### config.mk
export PLATFORM = sky130hd
export DESIGN_NAME = tile_gid_draw_decoder_core
export DESIGN_NICKNAME = d
export VERILOG_FILES = /design/src/rtl/tgd_pkg.sv /design/src/rtl/tgd_front.sv /design/src/rtl/tgd_fifo.sv /design/src/rtl/tgd_back.sv /design/src/rtl/tile_gid_draw_decoder_core.sv
export SDC_FILE = /design/constraint.sdc
export NUM_CORES = 2
export LEC_CHECK = 0
export ABC_CLOCK_PERIOD_IN_PS = 44500
export BUFFER_PORTS_ARGS = -buffer_cell sky130_fd_sc_hd__buf_2
export CAP_MARGIN = 20
export CORE_ASPECT_RATIO = 1.2
export CORE_MARGIN = 10
export CORE_UTILIZATION = 40
export DETAILED_ROUTE_END_ITERATION = 10
export GPL_TIMING_DRIVEN = 0
export PLACE_DENSITY_LB_ADDON = 0.05
export SLEW_MARGIN = 20
export SYNTH_ARGS = -nofsm -noshare
export SYNTH_HDL_FRONTEND = slang
export SYNTH_HIERARCHICAL = 1
export SYNTH_SLANG_ARGS = --single-unit
### constraint.sdc
create_clock -name clk -period 44.5 [get_ports clk]
set_input_delay 4.45 -clock clk [delete_from_list [all_inputs] [get_ports clk]]
set_output_delay 4.45 -clock clk [all_outputs]
set_load 0.005 [all_outputs]
### src/rtl/tgd_pkg.sv
// ----------------------------------------------------------------------------
// Tile GID draw decoder package
// Widths, register codes and the types passed between the decoder modules.
// ----------------------------------------------------------------------------
package tgd_pkg;

    localparam int MAP_WIDTH    = 256;
    localparam int MAP_HEIGHT   = 256;
    localparam int NUM_TILESETS = 4;
    localparam int ID_BITS      = 16;

    localparam int ENTRY_ID_W  = 16;
    localparam int ID_W        = (ID_BITS < ENTRY_ID_W) ? ID_BITS : ENTRY_ID_W;
    localparam int GID_W       = 32;
    localparam int GID_ID_W    = 29;
    localparam int FLIP_H_BIT  = 31;
    localparam int FLIP_V_BIT  = 30;
    localparam int COLS_W      = 8;
    localparam int TW_W        = 8;
    localparam int CAM_W       = 24;
    localparam int POS_W       = 25;
    localparam int FRAC_BITS   = 4;
    localparam int COORD_W     = 8;
    localparam int PROD_W      = COORD_W + TW_W;
    localparam int ROW_W       = 16;
    localparam int IDX_W       = 2;
    localparam int TS_CNT_W    = 3;
    localparam int CFG_IDX_W   = 3;
    localparam int CFG_DATA_W  = 40;
    localparam int DIV_STAGES  = ID_W;
    localparam int FIFO_DEPTH  = 4;
    localparam int FIFO_AW     = $clog2(FIFO_DEPTH);

    localparam logic [TW_W-1:0] TILE_WIDTH_RESET = TW_W'(16);

    typedef enum logic [CFG_IDX_W-1:0] {
        REG_ENTRY_0,
        REG_ENTRY_1,
        REG_ENTRY_2,
        REG_ENTRY_3,
        REG_COUNT,
        REG_TILE_WIDTH,
        REG_CAMERA_X,
        REG_CAMERA_Y
    } cfg_reg_t;

    typedef struct packed {
        logic [ID_W-1:0]   first_id;
        logic [ID_W-1:0]   last_id;
        logic [COLS_W-1:0] columns;
    } tileset_t;

    typedef struct packed {
        tileset_t [NUM_TILESETS-1:0] entry;
        logic [TS_CNT_W-1:0]         count;
        logic [TW_W-1:0]             tile_width;
        logic [CAM_W-1:0]            camera_x;
        logic [CAM_W-1:0]            camera_y;
    } cfg_t;

    typedef struct packed {
        logic [IDX_W-1:0]   tileset_index;
        logic [ID_W-1:0]    local_id;
        logic [COLS_W-1:0]  columns;
        logic [COORD_W-1:0] map_column;
        logic [COORD_W-1:0] map_row;
        logic               flip_h;
        logic               flip_v;
    } item_t;

endpackage

### src/rtl/tgd_front.sv
// ----------------------------------------------------------------------------
// Tile GID draw decoder front end
// Accepts map words, finds the tileset and queues the draws; drops the rest.
// ----------------------------------------------------------------------------
module tgd_front (
    input  logic                       clk,
    input  logic                       rst_n,
    input  tgd_pkg::cfg_t              cfg,
    input  logic                       in_valid,
    output logic                       in_stall,
    input  logic [tgd_pkg::GID_W-1:0]  raw_gid,
    input  logic [tgd_pkg::COORD_W-1:0] map_column,
    input  logic [tgd_pkg::COORD_W-1:0] map_row,
    output logic                       push,
    output tgd_pkg::item_t             push_item,
    input  logic                       fifo_full
);
    import tgd_pkg::*;

    logic [GID_ID_W-1:0] gid_id;
    logic                found;
    logic [IDX_W-1:0]    sel_idx;
    logic [ID_W-1:0]     sel_first;
    logic [COLS_W-1:0]   sel_cols;
    logic                in_map;
    logic                draw;
    logic                take;
    logic                hold_valid_reg;
    logic                hold_valid_next;
    item_t               hold_item_reg;
    item_t               new_item;

    assign gid_id = raw_gid[GID_ID_W-1:0];

    // lowest enabled matching entry wins
    always_comb
    begin
        found     = 1'b0;
        sel_idx   = '0;
        sel_first = '0;
        sel_cols  = '0;
        for (int i = NUM_TILESETS - 1; i >= 0; i--)
        begin
            if ((TS_CNT_W'(i) < cfg.count)
                && (gid_id >= GID_ID_W'(cfg.entry[i].first_id))
                && (gid_id <= GID_ID_W'(cfg.entry[i].last_id)))
            begin
                found     = 1'b1;
                sel_idx   = IDX_W'(i);
                sel_first = cfg.entry[i].first_id;
                sel_cols  = cfg.entry[i].columns;
            end
        end
    end

    assign in_map = (32'(map_column) < MAP_WIDTH) && (32'(map_row) < MAP_HEIGHT);
    assign draw   = (gid_id != '0) && in_map && found && (sel_cols != '0);

    always_comb
    begin
        new_item.tileset_index = sel_idx;
        new_item.local_id      = ID_W'(gid_id - GID_ID_W'(sel_first));
        new_item.columns       = sel_cols;
        new_item.map_column    = map_column;
        new_item.map_row       = map_row;
        new_item.flip_h        = raw_gid[FLIP_H_BIT];
        new_item.flip_v        = raw_gid[FLIP_V_BIT];
    end

    assign push      = hold_valid_reg && !fifo_full;
    assign in_stall  = hold_valid_reg && fifo_full;
    assign take      = in_valid && !in_stall;
    assign push_item = hold_item_reg;

    assign hold_valid_next = take ? draw : (hold_valid_reg && !push);

    always_ff @(posedge clk or negedge rst_n)
    begin
        if (!rst_n)
        begin
            hold_valid_reg <= 1'b0;
        end
        else
        begin
            hold_valid_reg <= hold_valid_next;
        end
    end

    always_ff @(posedge clk)
    begin
        if (take && draw)
        begin
            hold_item_reg <= new_item;
        end
    end

endmodule

### src/rtl/tgd_fifo.sv
// ----------------------------------------------------------------------------
// Tile GID draw decoder queue
// Short first-word-fall-through queue between the front and back ends.
// ----------------------------------------------------------------------------
module tgd_fifo (
    input  logic           clk,
    input  logic           rst_n,
    input  logic           push,
    input  tgd_pkg::item_t wr_item,
    output logic           full,
    input  logic           pop,
    output tgd_pkg::item_t rd_item,
    output logic           empty
);
    import tgd_pkg::*;

    item_t              mem_reg [FIFO_DEPTH];
    logic [FIFO_AW-1:0] wr_ptr_reg;
    logic [FIFO_AW-1:0] wr_ptr_next;
    logic [FIFO_AW-1:0] rd_ptr_reg;
    logic [FIFO_AW-1:0] rd_ptr_next;
    logic [FIFO_AW:0]   count_reg;
    logic [FIFO_AW:0]   count_next;

    assign full    = (count_reg == (FIFO_AW + 1)'(FIFO_DEPTH));
    assign empty   = (count_reg == '0);
    assign rd_item = mem_reg[rd_ptr_reg];

    always_comb
    begin
        wr_ptr_next = wr_ptr_reg;
        rd_ptr_next = rd_ptr_reg;
        count_next  = count_reg;
        if (push)
        begin
            wr_ptr_next = (wr_ptr_reg == FIFO_AW'(FIFO_DEPTH - 1)) ? '0 : wr_ptr_reg + 1'b1;
        end
        if (pop)
        begin
            rd_ptr_next = (rd_ptr_reg == FIFO_AW'(FIFO_DEPTH - 1)) ? '0 : rd_ptr_reg + 1'b1;
        end
        if (push && !pop)
        begin
            count_next = count_reg + 1'b1;
        end
        else if (pop && !push)
        begin
            count_next = count_reg - 1'b1;
        end
    end

    always_ff @(posedge clk or negedge rst_n)
    begin
        if (!rst_n)
        begin
            wr_ptr_reg <= '0;
            rd_ptr_reg <= '0;
            count_reg  <= '0;
        end
        else
        begin
            wr_ptr_reg <= wr_ptr_next;
            rd_ptr_reg <= rd_ptr_next;
            count_reg  <= count_next;
        end
    end

    always_ff @(posedge clk)
    begin
        if (push)
        begin
            mem_reg[wr_ptr_reg] <= wr_item;
        end
    end

endmodule

### src/rtl/tgd_back.sv
// ----------------------------------------------------------------------------
// Tile GID draw decoder back end
// Pipelined long division of the local id and screen position arithmetic,
// one quotient bit per stage, ending in the output register.
// ----------------------------------------------------------------------------
module tgd_back (
    input  logic                             clk,
    input  logic                             rst_n,
    input  tgd_pkg::cfg_t                    cfg,
    input  logic                             empty,
    output logic                             pop,
    input  tgd_pkg::item_t                   head,
    output logic                             out_valid,
    input  logic                             out_stall,
    output logic [tgd_pkg::IDX_W-1:0]        tileset_index,
    output logic [tgd_pkg::ROW_W-1:0]        source_row,
    output logic [tgd_pkg::COLS_W-1:0]       source_column,
    output logic signed [tgd_pkg::POS_W-1:0] screen_x,
    output logic signed [tgd_pkg::POS_W-1:0] screen_y,
    output logic                             flip_horizontal,
    output logic                             flip_vertical
);
    import tgd_pkg::*;

    typedef struct packed {
        logic [IDX_W-1:0]  idx;
        logic [ID_W-1:0]   work;
        logic [COLS_W-1:0] rem;
        logic [COLS_W-1:0] divisor;
        logic [PROD_W-1:0] prod_x;
        logic [PROD_W-1:0] prod_y;
        logic [POS_W-1:0]  pos_x;
        logic [POS_W-1:0]  pos_y;
        logic              flip_h;
        logic              flip_v;
    } stage_t;

    // one restoring division step: shift in the next dividend bit
    function automatic stage_t div_step(stage_t s);
        logic [COLS_W:0] trial;
        stage_t          r;
        r     = s;
        trial = {s.rem, s.work[ID_W-1]};
        if (trial >= {1'b0, s.divisor})
        begin
            r.rem  = COLS_W'(trial - {1'b0, s.divisor});
            r.work = {s.work[ID_W-2:0], 1'b1};
        end
        else
        begin
            r.rem  = trial[COLS_W-1:0];
            r.work = {s.work[ID_W-2:0], 1'b0};
        end
        return r;
    endfunction

    function automatic logic [POS_W-1:0] place(logic [PROD_W-1:0] prod,
                                               logic [CAM_W-1:0] cam);
        return POS_W'({prod, {FRAC_BITS{1'b0}}})
             - {{(POS_W - CAM_W){cam[CAM_W-1]}}, cam};
    endfunction

    stage_t                st_reg  [DIV_STAGES+1];
    stage_t                st_next [DIV_STAGES+1];
    stage_t                head_stage;
    stage_t                first_step;
    logic [DIV_STAGES:0]   st_valid_reg;
    logic [DIV_STAGES:0]   st_valid_next;
    logic                  adv;
    logic                  out_valid_reg;

    assign adv = !(out_valid_reg && out_stall);
    assign pop = adv && !empty;

    always_comb
    begin
        head_stage.idx     = head.tileset_index;
        head_stage.work    = head.local_id;
        head_stage.rem     = '0;
        head_stage.divisor = head.columns;
        head_stage.prod_x  = PROD_W'(head.map_column) * PROD_W'(cfg.tile_width);
        head_stage.prod_y  = PROD_W'(head.map_row) * PROD_W'(cfg.tile_width);
        head_stage.pos_x   = '0;
        head_stage.pos_y   = '0;
        head_stage.flip_h  = head.flip_h;
        head_stage.flip_v  = head.flip_v;
    end

    always_comb
    begin
        first_step       = div_step(st_reg[0]);
        first_step.pos_x = place(st_reg[0].prod_x, cfg.camera_x);
        first_step.pos_y = place(st_reg[0].prod_y, cfg.camera_y);
    end

    assign st_next[0]    = head_stage;
    assign st_next[1]    = first_step;
    assign st_valid_next = {st_valid_reg[DIV_STAGES-1:0], pop};

    for (genvar k = 2; k <= DIV_STAGES; k++)
    begin : g_step
        assign st_next[k] = div_step(st_reg[k-1]);
    end

    for (genvar k = 0; k <= DIV_STAGES; k++)
    begin : g_stage
        always_ff @(posedge clk)
        begin
            if (adv)
            begin
                st_reg[k] <= st_next[k];
            end
        end
    end

    always_ff @(posedge clk or negedge rst_n)
    begin
        if (!rst_n)
        begin
            st_valid_reg  <= '0;
            out_valid_reg <= 1'b0;
        end
        else if (adv)
        begin
            st_valid_reg  <= st_valid_next;
            out_valid_reg <= st_valid_reg[DIV_STAGES];
        end
    end

    always_ff @(posedge clk)
    begin
        if (adv)
        begin
            tileset_index   <= st_reg[DIV_STAGES].idx;
            source_row      <= ROW_W'(st_reg[DIV_STAGES].work);
            source_column   <= st_reg[DIV_STAGES].rem;
            screen_x        <= st_reg[DIV_STAGES].pos_x;
            screen_y        <= st_reg[DIV_STAGES].pos_y;
            flip_horizontal <= st_reg[DIV_STAGES].flip_h;
            flip_vertical   <= st_reg[DIV_STAGES].flip_v;
        end
    end

    assign out_valid = out_valid_reg;

endmodule

### src/rtl/tile_gid_draw_decoder_core.sv
// ----------------------------------------------------------------------------
// Tile GID draw decoder core
// Decodes one tile map word per beat into a tileset draw command.
// ----------------------------------------------------------------------------
// Input beat: raw_gid, map_column, map_row, taken when in_valid is high and
// in_stall low. Words with id zero, off-map positions, no matching tileset or
// a matched tileset with zero columns are taken and produce no output beat.
// Output beat: tileset_index, source_row/column, screen_x/y, flips, taken when
// out_valid is high and out_stall low.
// The id split runs through a 16-stage long divider, one quotient bit per stage.
// Throughput: one beat per cycle unless out_stall holds the pipeline.
// A four-entry queue separates the classifier from the divider pipeline, so
// in_stall rises only after out_stall has held the whole pipeline for a while;
// any cycle without out_stall releases it again.
// Configuration: cfg_write with cfg_index and cfg_data, only while idle.
// Reset clears all beats in flight and sets the registers to their defaults
// (no tilesets, tile width 16, camera at zero).
// ----------------------------------------------------------------------------
module tile_gid_draw_decoder_core (
    input  logic                             clk,
    input  logic                             rst_n,
    input  logic                             cfg_write,
    input  logic [tgd_pkg::CFG_IDX_W-1:0]    cfg_index,
    input  logic [tgd_pkg::CFG_DATA_W-1:0]   cfg_data,
    input  logic                             in_valid,
    output logic                             in_stall,
    input  logic [tgd_pkg::GID_W-1:0]        raw_gid,
    input  logic [tgd_pkg::COORD_W-1:0]      map_column,
    input  logic [tgd_pkg::COORD_W-1:0]      map_row,
    output logic                             out_valid,
    input  logic                             out_stall,
    output logic [tgd_pkg::IDX_W-1:0]        tileset_index,
    output logic [tgd_pkg::ROW_W-1:0]        source_row,
    output logic [tgd_pkg::COLS_W-1:0]       source_column,
    output logic signed [tgd_pkg::POS_W-1:0] screen_x,
    output logic signed [tgd_pkg::POS_W-1:0] screen_y,
    output logic                             flip_horizontal,
    output logic                             flip_vertical
);
    import tgd_pkg::*;

    cfg_t  cfg_reg;
    cfg_t  cfg_next;
    logic  push;
    item_t push_item;
    logic  fifo_full;
    logic  fifo_empty;
    logic  pop;
    item_t head;

    always_comb
    begin
        cfg_next = cfg_reg;
        if (cfg_write)
        begin
            for (int i = 0; i < NUM_TILESETS; i++)
            begin
                if (cfg_index == CFG_IDX_W'(REG_ENTRY_0) + CFG_IDX_W'(i))
                begin
                    cfg_next.entry[i].first_id = ID_W'(cfg_data[ENTRY_ID_W-1:0]);
                    cfg_next.entry[i].last_id  =
                        ID_W'(cfg_data[2*ENTRY_ID_W-1:ENTRY_ID_W]);
                    cfg_next.entry[i].columns  =
                        cfg_data[2*ENTRY_ID_W+COLS_W-1:2*ENTRY_ID_W];
                end
            end
            case (cfg_reg_t'(cfg_index))
                REG_COUNT:      cfg_next.count      = cfg_data[TS_CNT_W-1:0];
                REG_TILE_WIDTH: cfg_next.tile_width = cfg_data[TW_W-1:0];
                REG_CAMERA_X:   cfg_next.camera_x   = cfg_data[CAM_W-1:0];
                REG_CAMERA_Y:   cfg_next.camera_y   = cfg_data[CAM_W-1:0];
                default:        ;
            endcase
        end
    end

    always_ff @(posedge clk or negedge rst_n)
    begin
        if (!rst_n)
        begin
            cfg_reg <= '{entry: '0, count: '0, tile_width: TILE_WIDTH_RESET,
                         camera_x: '0, camera_y: '0};
        end
        else
        begin
            cfg_reg <= cfg_next;
        end
    end

    tgd_front u_front (
        .clk        (clk),
        .rst_n      (rst_n),
        .cfg        (cfg_reg),
        .in_valid   (in_valid),
        .in_stall   (in_stall),
        .raw_gid    (raw_gid),
        .map_column (map_column),
        .map_row    (map_row),
        .push       (push),
        .push_item  (push_item),
        .fifo_full  (fifo_full)
    );

    tgd_fifo u_fifo (
        .clk     (clk),
        .rst_n   (rst_n),
        .push    (push),
        .wr_item (push_item),
        .full    (fifo_full),
        .pop     (pop),
        .rd_item (head),
        .empty   (fifo_empty)
    );

    tgd_back u_back (
        .clk             (clk),
        .rst_n           (rst_n),
        .cfg             (cfg_reg),
        .empty           (fifo_empty),
        .pop             (pop),
        .head            (head),
        .out_valid       (out_valid),
        .out_stall       (out_stall),
        .tileset_index   (tileset_index),
        .source_row      (source_row),
        .source_column   (source_column),
        .screen_x        (screen_x),
        .screen_y        (screen_y),
        .flip_horizontal (flip_horizontal),
        .flip_vertical   (flip_vertical)
    );

endmodule

Yosys cells after proc, flatten, opt, wreduce, memory -nomap -nowiden. Memory sizes are Yosys's and may differ from the RTL's. A register that Yosys moved wholly into a read port is not among the register bits. Cells that the tools add are included.

Logic and storage cells: 174. Bits in latches: 0. Memory bits (read-only): 0. Flip-flop bits (word level): 289. Bits of input ports: 96. Bits in writable memories: 2182. Memories kept: 2. Output and inout port bits: 80.

Divide/modulo/power cells: 0. Equality and inequality tests: 10. $mul: 2. Bitwise gates (word level): 0. Shift-type cells: 0. Order comparisons: 28. Multiplexer cells: 39. Add/subtract/negate cells: 23. Reduce and logical (&&, ||, !) cells: 40.

Memory list: u_back.st_reg (depth 17, width 118, read ports 17, clocked after memory_dff 1, wr ports 17, RTL line tgd_back.sv:63) `stage_t st_reg [DIV_STAGES+1];`; u_fifo.mem_reg (depth 4, width 44, read ports 1, clocked after memory_dff 0, wr ports 1, RTL line tgd_fifo.sv:17) `item_t mem_reg [FIFO_DEPTH];`.

Operator list (count): $ge A9 B8 Y1 (16); $mux W9 (16); $sub A8 B8 Y8 (16); $ge A29 B16 Y1 (4); $le A29 B16 Y1 (4); $mux W16 (4); $sub A21 B24 Y25 (2); $mul A8 B8 Y16 (2); $mux W8 (4); $reduce_bool A29 Y1 (1); $logic_and A1 B1 Y1 (19); $reduce_and A2 Y1 (8); $sub A16 B16 Y16 (1); $eq A3 B3 Y1 const B (5); $mux W1 (9); $mux W2 (4); $reduce_bool A8 Y1 (1); $logic_not A1 Y1 (7); $eq A3 B2 Y1 const B (2); $logic_not A3 Y1 (2); $lt A1 B3 Y1 const A (2); $lt A2 B3 Y1 const A (2); $mux W3 (2); $add A2 B1 Y2 const B (2); other kinds (6) (7).

Logic depth before layout (Yosys ltp).
Depth in word-level cells: 10. Mapped depth: 26. Gate-level depth less buffers: 24.

Modules after synthesis. Netlist, hierarchy kept.

By module, submodules not included: tgd_back (sequential area each 45673.8 µm², area each 59136.7 µm², cells an instance 3216, instances 1); tile_gid_draw_decoder_core (sequential area each 5481.5 µm², area each 8271.7 µm², cells an instance 470, instances 1); tgd_fifo (sequential area each 5460.2 µm², area each 6826.5 µm², cells an instance 267, instances 1); tgd_front (sequential area each 1346.3 µm², area each 6653.9 µm², cells an instance 815, instances 1).

Worst setup path before layout. No wires, ideal clock.

Kind: input -> register. From: in out_stall. To: reg u_back.st_valid_reg[10]. Data required time: 44288 ps. Path slack: -6193 ps. Setup time: 212 ps. Arrival: 50481 ps. Buffers on the path: 1. Stages: 3. Cells stage by stage: nand2_1 clkbuf_1 mux2_2.

Cells in the longest elaborated chain, start to end: 1.

Ends and longest elaborated chain: from (decl) (RTL line tile_gid_draw_decoder_core.sv:31) `input logic out_stall,`; $logic_and A1 B1 Y1 (RTL line tgd_back.sv:72) `assign adv = !(out_valid_reg && out_stall);`; to (signal assigned) (RTL line tgd_back.sv:125) `st_valid_reg <= st_valid_next;`; to (decl) (RTL line tgd_back.sv:67) `logic [DIV_STAGES:0] st_valid_reg;`.

No other way between the ends. A chain may end at the register's enable or synchronous reset.

==> out/results.ini <==
[worst_setup_path]
r2r_start=cfg_reg[118]$_DFFE_PN0P_
startpoint_type=input port
crit_required_ns=45.08
rrSetupSlack_ns=37.37
cp-endpoint=u_front/push_item[40]$_DFFE_PP_
crit_type=in -> reg
cp.arrival_ns=11.28
crit_path_start=raw_gid[11]
worst_setup_path_end_kind=flip-flop
cp_max_fo=10
reg2regPathDepth=23
regToRegEndpoint=u_front/push_item[40]$_DFFE_PP_

[floorplan]
die_width_um=431
io_pins=176
start_util=0.403
rows=180
die_area_um2=221000
coreArea_um2=201000
die_h_um=513

[cells_and_area]
final_common_cell=edfxtp_1
largest_reg_flops=1428
fill_cells=17436
final_cell_mix=edfxtp_1, inv_1, ha_1
nets=5728
drive_gt1_frac=0.187
syn_to_final_growth_pct=14.3

[yosys]
synth-seq-cells=1971
synth_simple_gate_area_frac=0.0458
yosysUniqueCellTypes=97
synth_fa_ha_area_frac=0.0803
synth_compound_area_frac=0.0502
synthesis.nets=5330
yosysTopAreaCellShare=0.641
synthTopCellsByArea=edfxtp_1, dfrtp_1, ha_1
synth_top_family_by_area=adder cells
synthMuxAreaShare=0.0647
avgSynthCellArea_um2=17.0
synth_xor_area_frac=0.0158
ys.warnings.count=6
syn-cell-area_um2=80900
ys.flop_type=edfxtp_1
postSynthCellCount=4768
synth_edf_count=1726
netlist.top_cell.by_area=edfxtp_1
yosysSeqAreaShare=0.717
async_flop_share=0.124

[drt]
drt-initial-drc-count=2067
dr_total_vias=38744
detail-route-antenna-nets=0
drtPass1Iterations=7
drcViolationCount=0
via_per_inst=4.86
route.detailed.wl_per_inst_um=18.5
drt_wl_total_mm=148

[global_route]
grt_use_total=0.134
grt_max_degree=99
grt_pass1_vias=40846
antenna_found_initial=12
grt_pass1_wl_mm=232
gr-total-overflow=0

[clock_network]
hold_buffers=0
cts-resized-gates=0
numCtsBuffers=199
clk_pin_slew_ns=0.06
cts_sinks=1971
cts_buffer_depth=3
cts_setup_buffers=0
cts_tree=built
clock_latency_ns=0.84
cts_root_buffer=clkbuf_16
cts.htree.levels=4

[power_and_ir_drop]
clockPowerShare=0.253
p_sw_mw=1.89
p_comb_frac=0.280
p_int_mw=4.74
pwr-share-seq=0.468
p_sw_frac=0.285
leakage_nw=36.2
cellPowerDensity_nw_per_um2=71.7
irDropWorstVdd_v=0.0000539

[timing]
rsz0062_at_grt=no
setup_violations=0
holdWs_ns=0.372
period_share=0.240
tightest_slew_ns=0.806
fmax_mhz=93.5
drv_slew=0
worst_clock_skew_ns=0.0493
period_minus_slack_ns=10.70
slew_headroom=0.460
setup-tns-final_ns=0
hold_viol=0

[job]
maxCapViolCount=0

[placement]
finalWeightedCongestion=0.839
numPortBuffers=170
place_hpwl_mm=99.7

[status]
status=finished clean

[hold_path]
hp-class=reg -> reg
holdPathStages=0

[final cells by class]
class | instances | area (µm²) | area share
Sequential cell | 1971 | 58000 | 0.627
Timing Repair Buffer | 197 | 1570 | 0.0170
Inverter | 455 | 1710 | 0.0185
Buffer | 67 | 457 | 0.00494
Clock inverter | 123 | 1410 | 0.0152
Antenna cell | 2 | 5.00 | 0.0000541
Clock buffer | 249 | 5230 | 0.0566
Tap cell | 2639 | 3300 | 0.0357
Multi-Input combinational cell | 2275 | 20800 | 0.225
[power groups by stage]
stage / registers [mW] / clock network, mW / logic (mW)
global placement: 3.14 / 0 / 1.85
global route: 3.17 / 1.82 / 2.11
CTS: 3.11 / 1.75 / 1.89
floorplan: 3.08 / 0 / 1.43
finish: 3.10 / 1.68 / 1.85
detailed placement: 3.15 / 0 / 1.87
[synth_stat cells, types with 11 or more instances]
master	number
edfxtp_1	1726
inv_1	454
ha_1	377
mux2_2	317
dfrtp_1	244
a21oi_1	173
nor2_1	137
and2_1	115
nand2_1	114
xnor2_1	92
fa_1	89
a21o_1	74
o21ai_0	65
nor2b_1	60
xor2_1	54
nand3_1	48
mux2i_1	42
mux4_2	38
nor3_1	34
a31oi_1	29
nand2b_1	29
nand4_1	29
o21ai_2	28
and3_1	26
clkbuf_1	22
buf_2	20
a22oi_1	17
nor4_1	17
a22o_1	16
a21oi_2	15
a2111oi_4	14
a21boi_1	14
or2_2	14
o21a_1	12
o21bai_1	11
or3_1	11
[stage by stage]
step | worst slack (ns) | total power, mW | area (µm²) | util | instances
2_1_floorplan | 18.55 | 4.51 | 80900 | - | 4768
3_3_place_gp | 11.32 | 4.99 | 85000 | 0.423 | 7577
3_5_place_dp | 32.97 | 5.02 | 85800 | 0.427 | 7604
4_1_cts | 33.90 | 6.75 | 92400 | 0.460 | 7976
5_1_grt | 33.53 | 7.09 | 92400 | 0.460 | 7978
6_report | 33.80 | 6.63 | 92400 | 0.460 | 7978
[routing by layer]
metal  share of wire  wire [µm]  GRT usage
met4           0.033       4910     0.0491
met1            0.42      62100      0.161
met5         0.00020         30          0
met3           0.040       5890     0.0275
met2            0.51      75000      0.235
[cell families after synthesis]
group	Yosys count
flops	1971
xor+xnor	146
buf+inv	522
mux	420
simple gates	684
compound gates	559
fa+ha+maj	466
[worst max-delay path, stage by stage]
cell and delay [ns]:
buf_2 0.23, ha_1 0.39, nand4_1 0.18, or2_2 0.39
nor4_1 0.59, o21bai_1 0.42, nand3_1 0.54, clkbuf_1 0.43
mux2i_1 0.23, o21ai_0 0.27, ha_1 0.19, inv_1 0.07
fa_1 0.40, a21o_1 0.17, a21oi_1 0.21, o21bai_1 0.09
a21oi_1 0.23, o21bai_1 0.12, a211o_1 0.32, a2111oi_0 0.56
o31ai_1 0.26, a21oi_1 0.23, xnor2_1 0.26
[worst min path at each step]
stage                                            end  slack (ns)                             start
global placement    u_back/st_reg[12][108]$_DFFE_PN_        0.40  u_back/st_reg[11][107]$_DFFE_PN_
global route          u_back/st_reg[2][17]$_DFFE_PN_        0.36    u_back/st_reg[1][17]$_DFFE_PN_
finish                u_back/st_reg[2][17]$_DFFE_PN_        0.37    u_back/st_reg[1][17]$_DFFE_PN_
detailed placement      u_back/screen_x[3]$_DFFE_PN_        0.40   u_back/st_reg[16][30]$_DFFE_PN_
floorplan           u_back/flip_horizontal$_DFFE_PN_        0.40    u_back/st_reg[16][1]$_DFFE_PN_
CTS                   u_back/st_reg[2][17]$_DFFE_PN_        0.36    u_back/st_reg[1][17]$_DFFE_PN_
(Power assumes the default switching activity.)
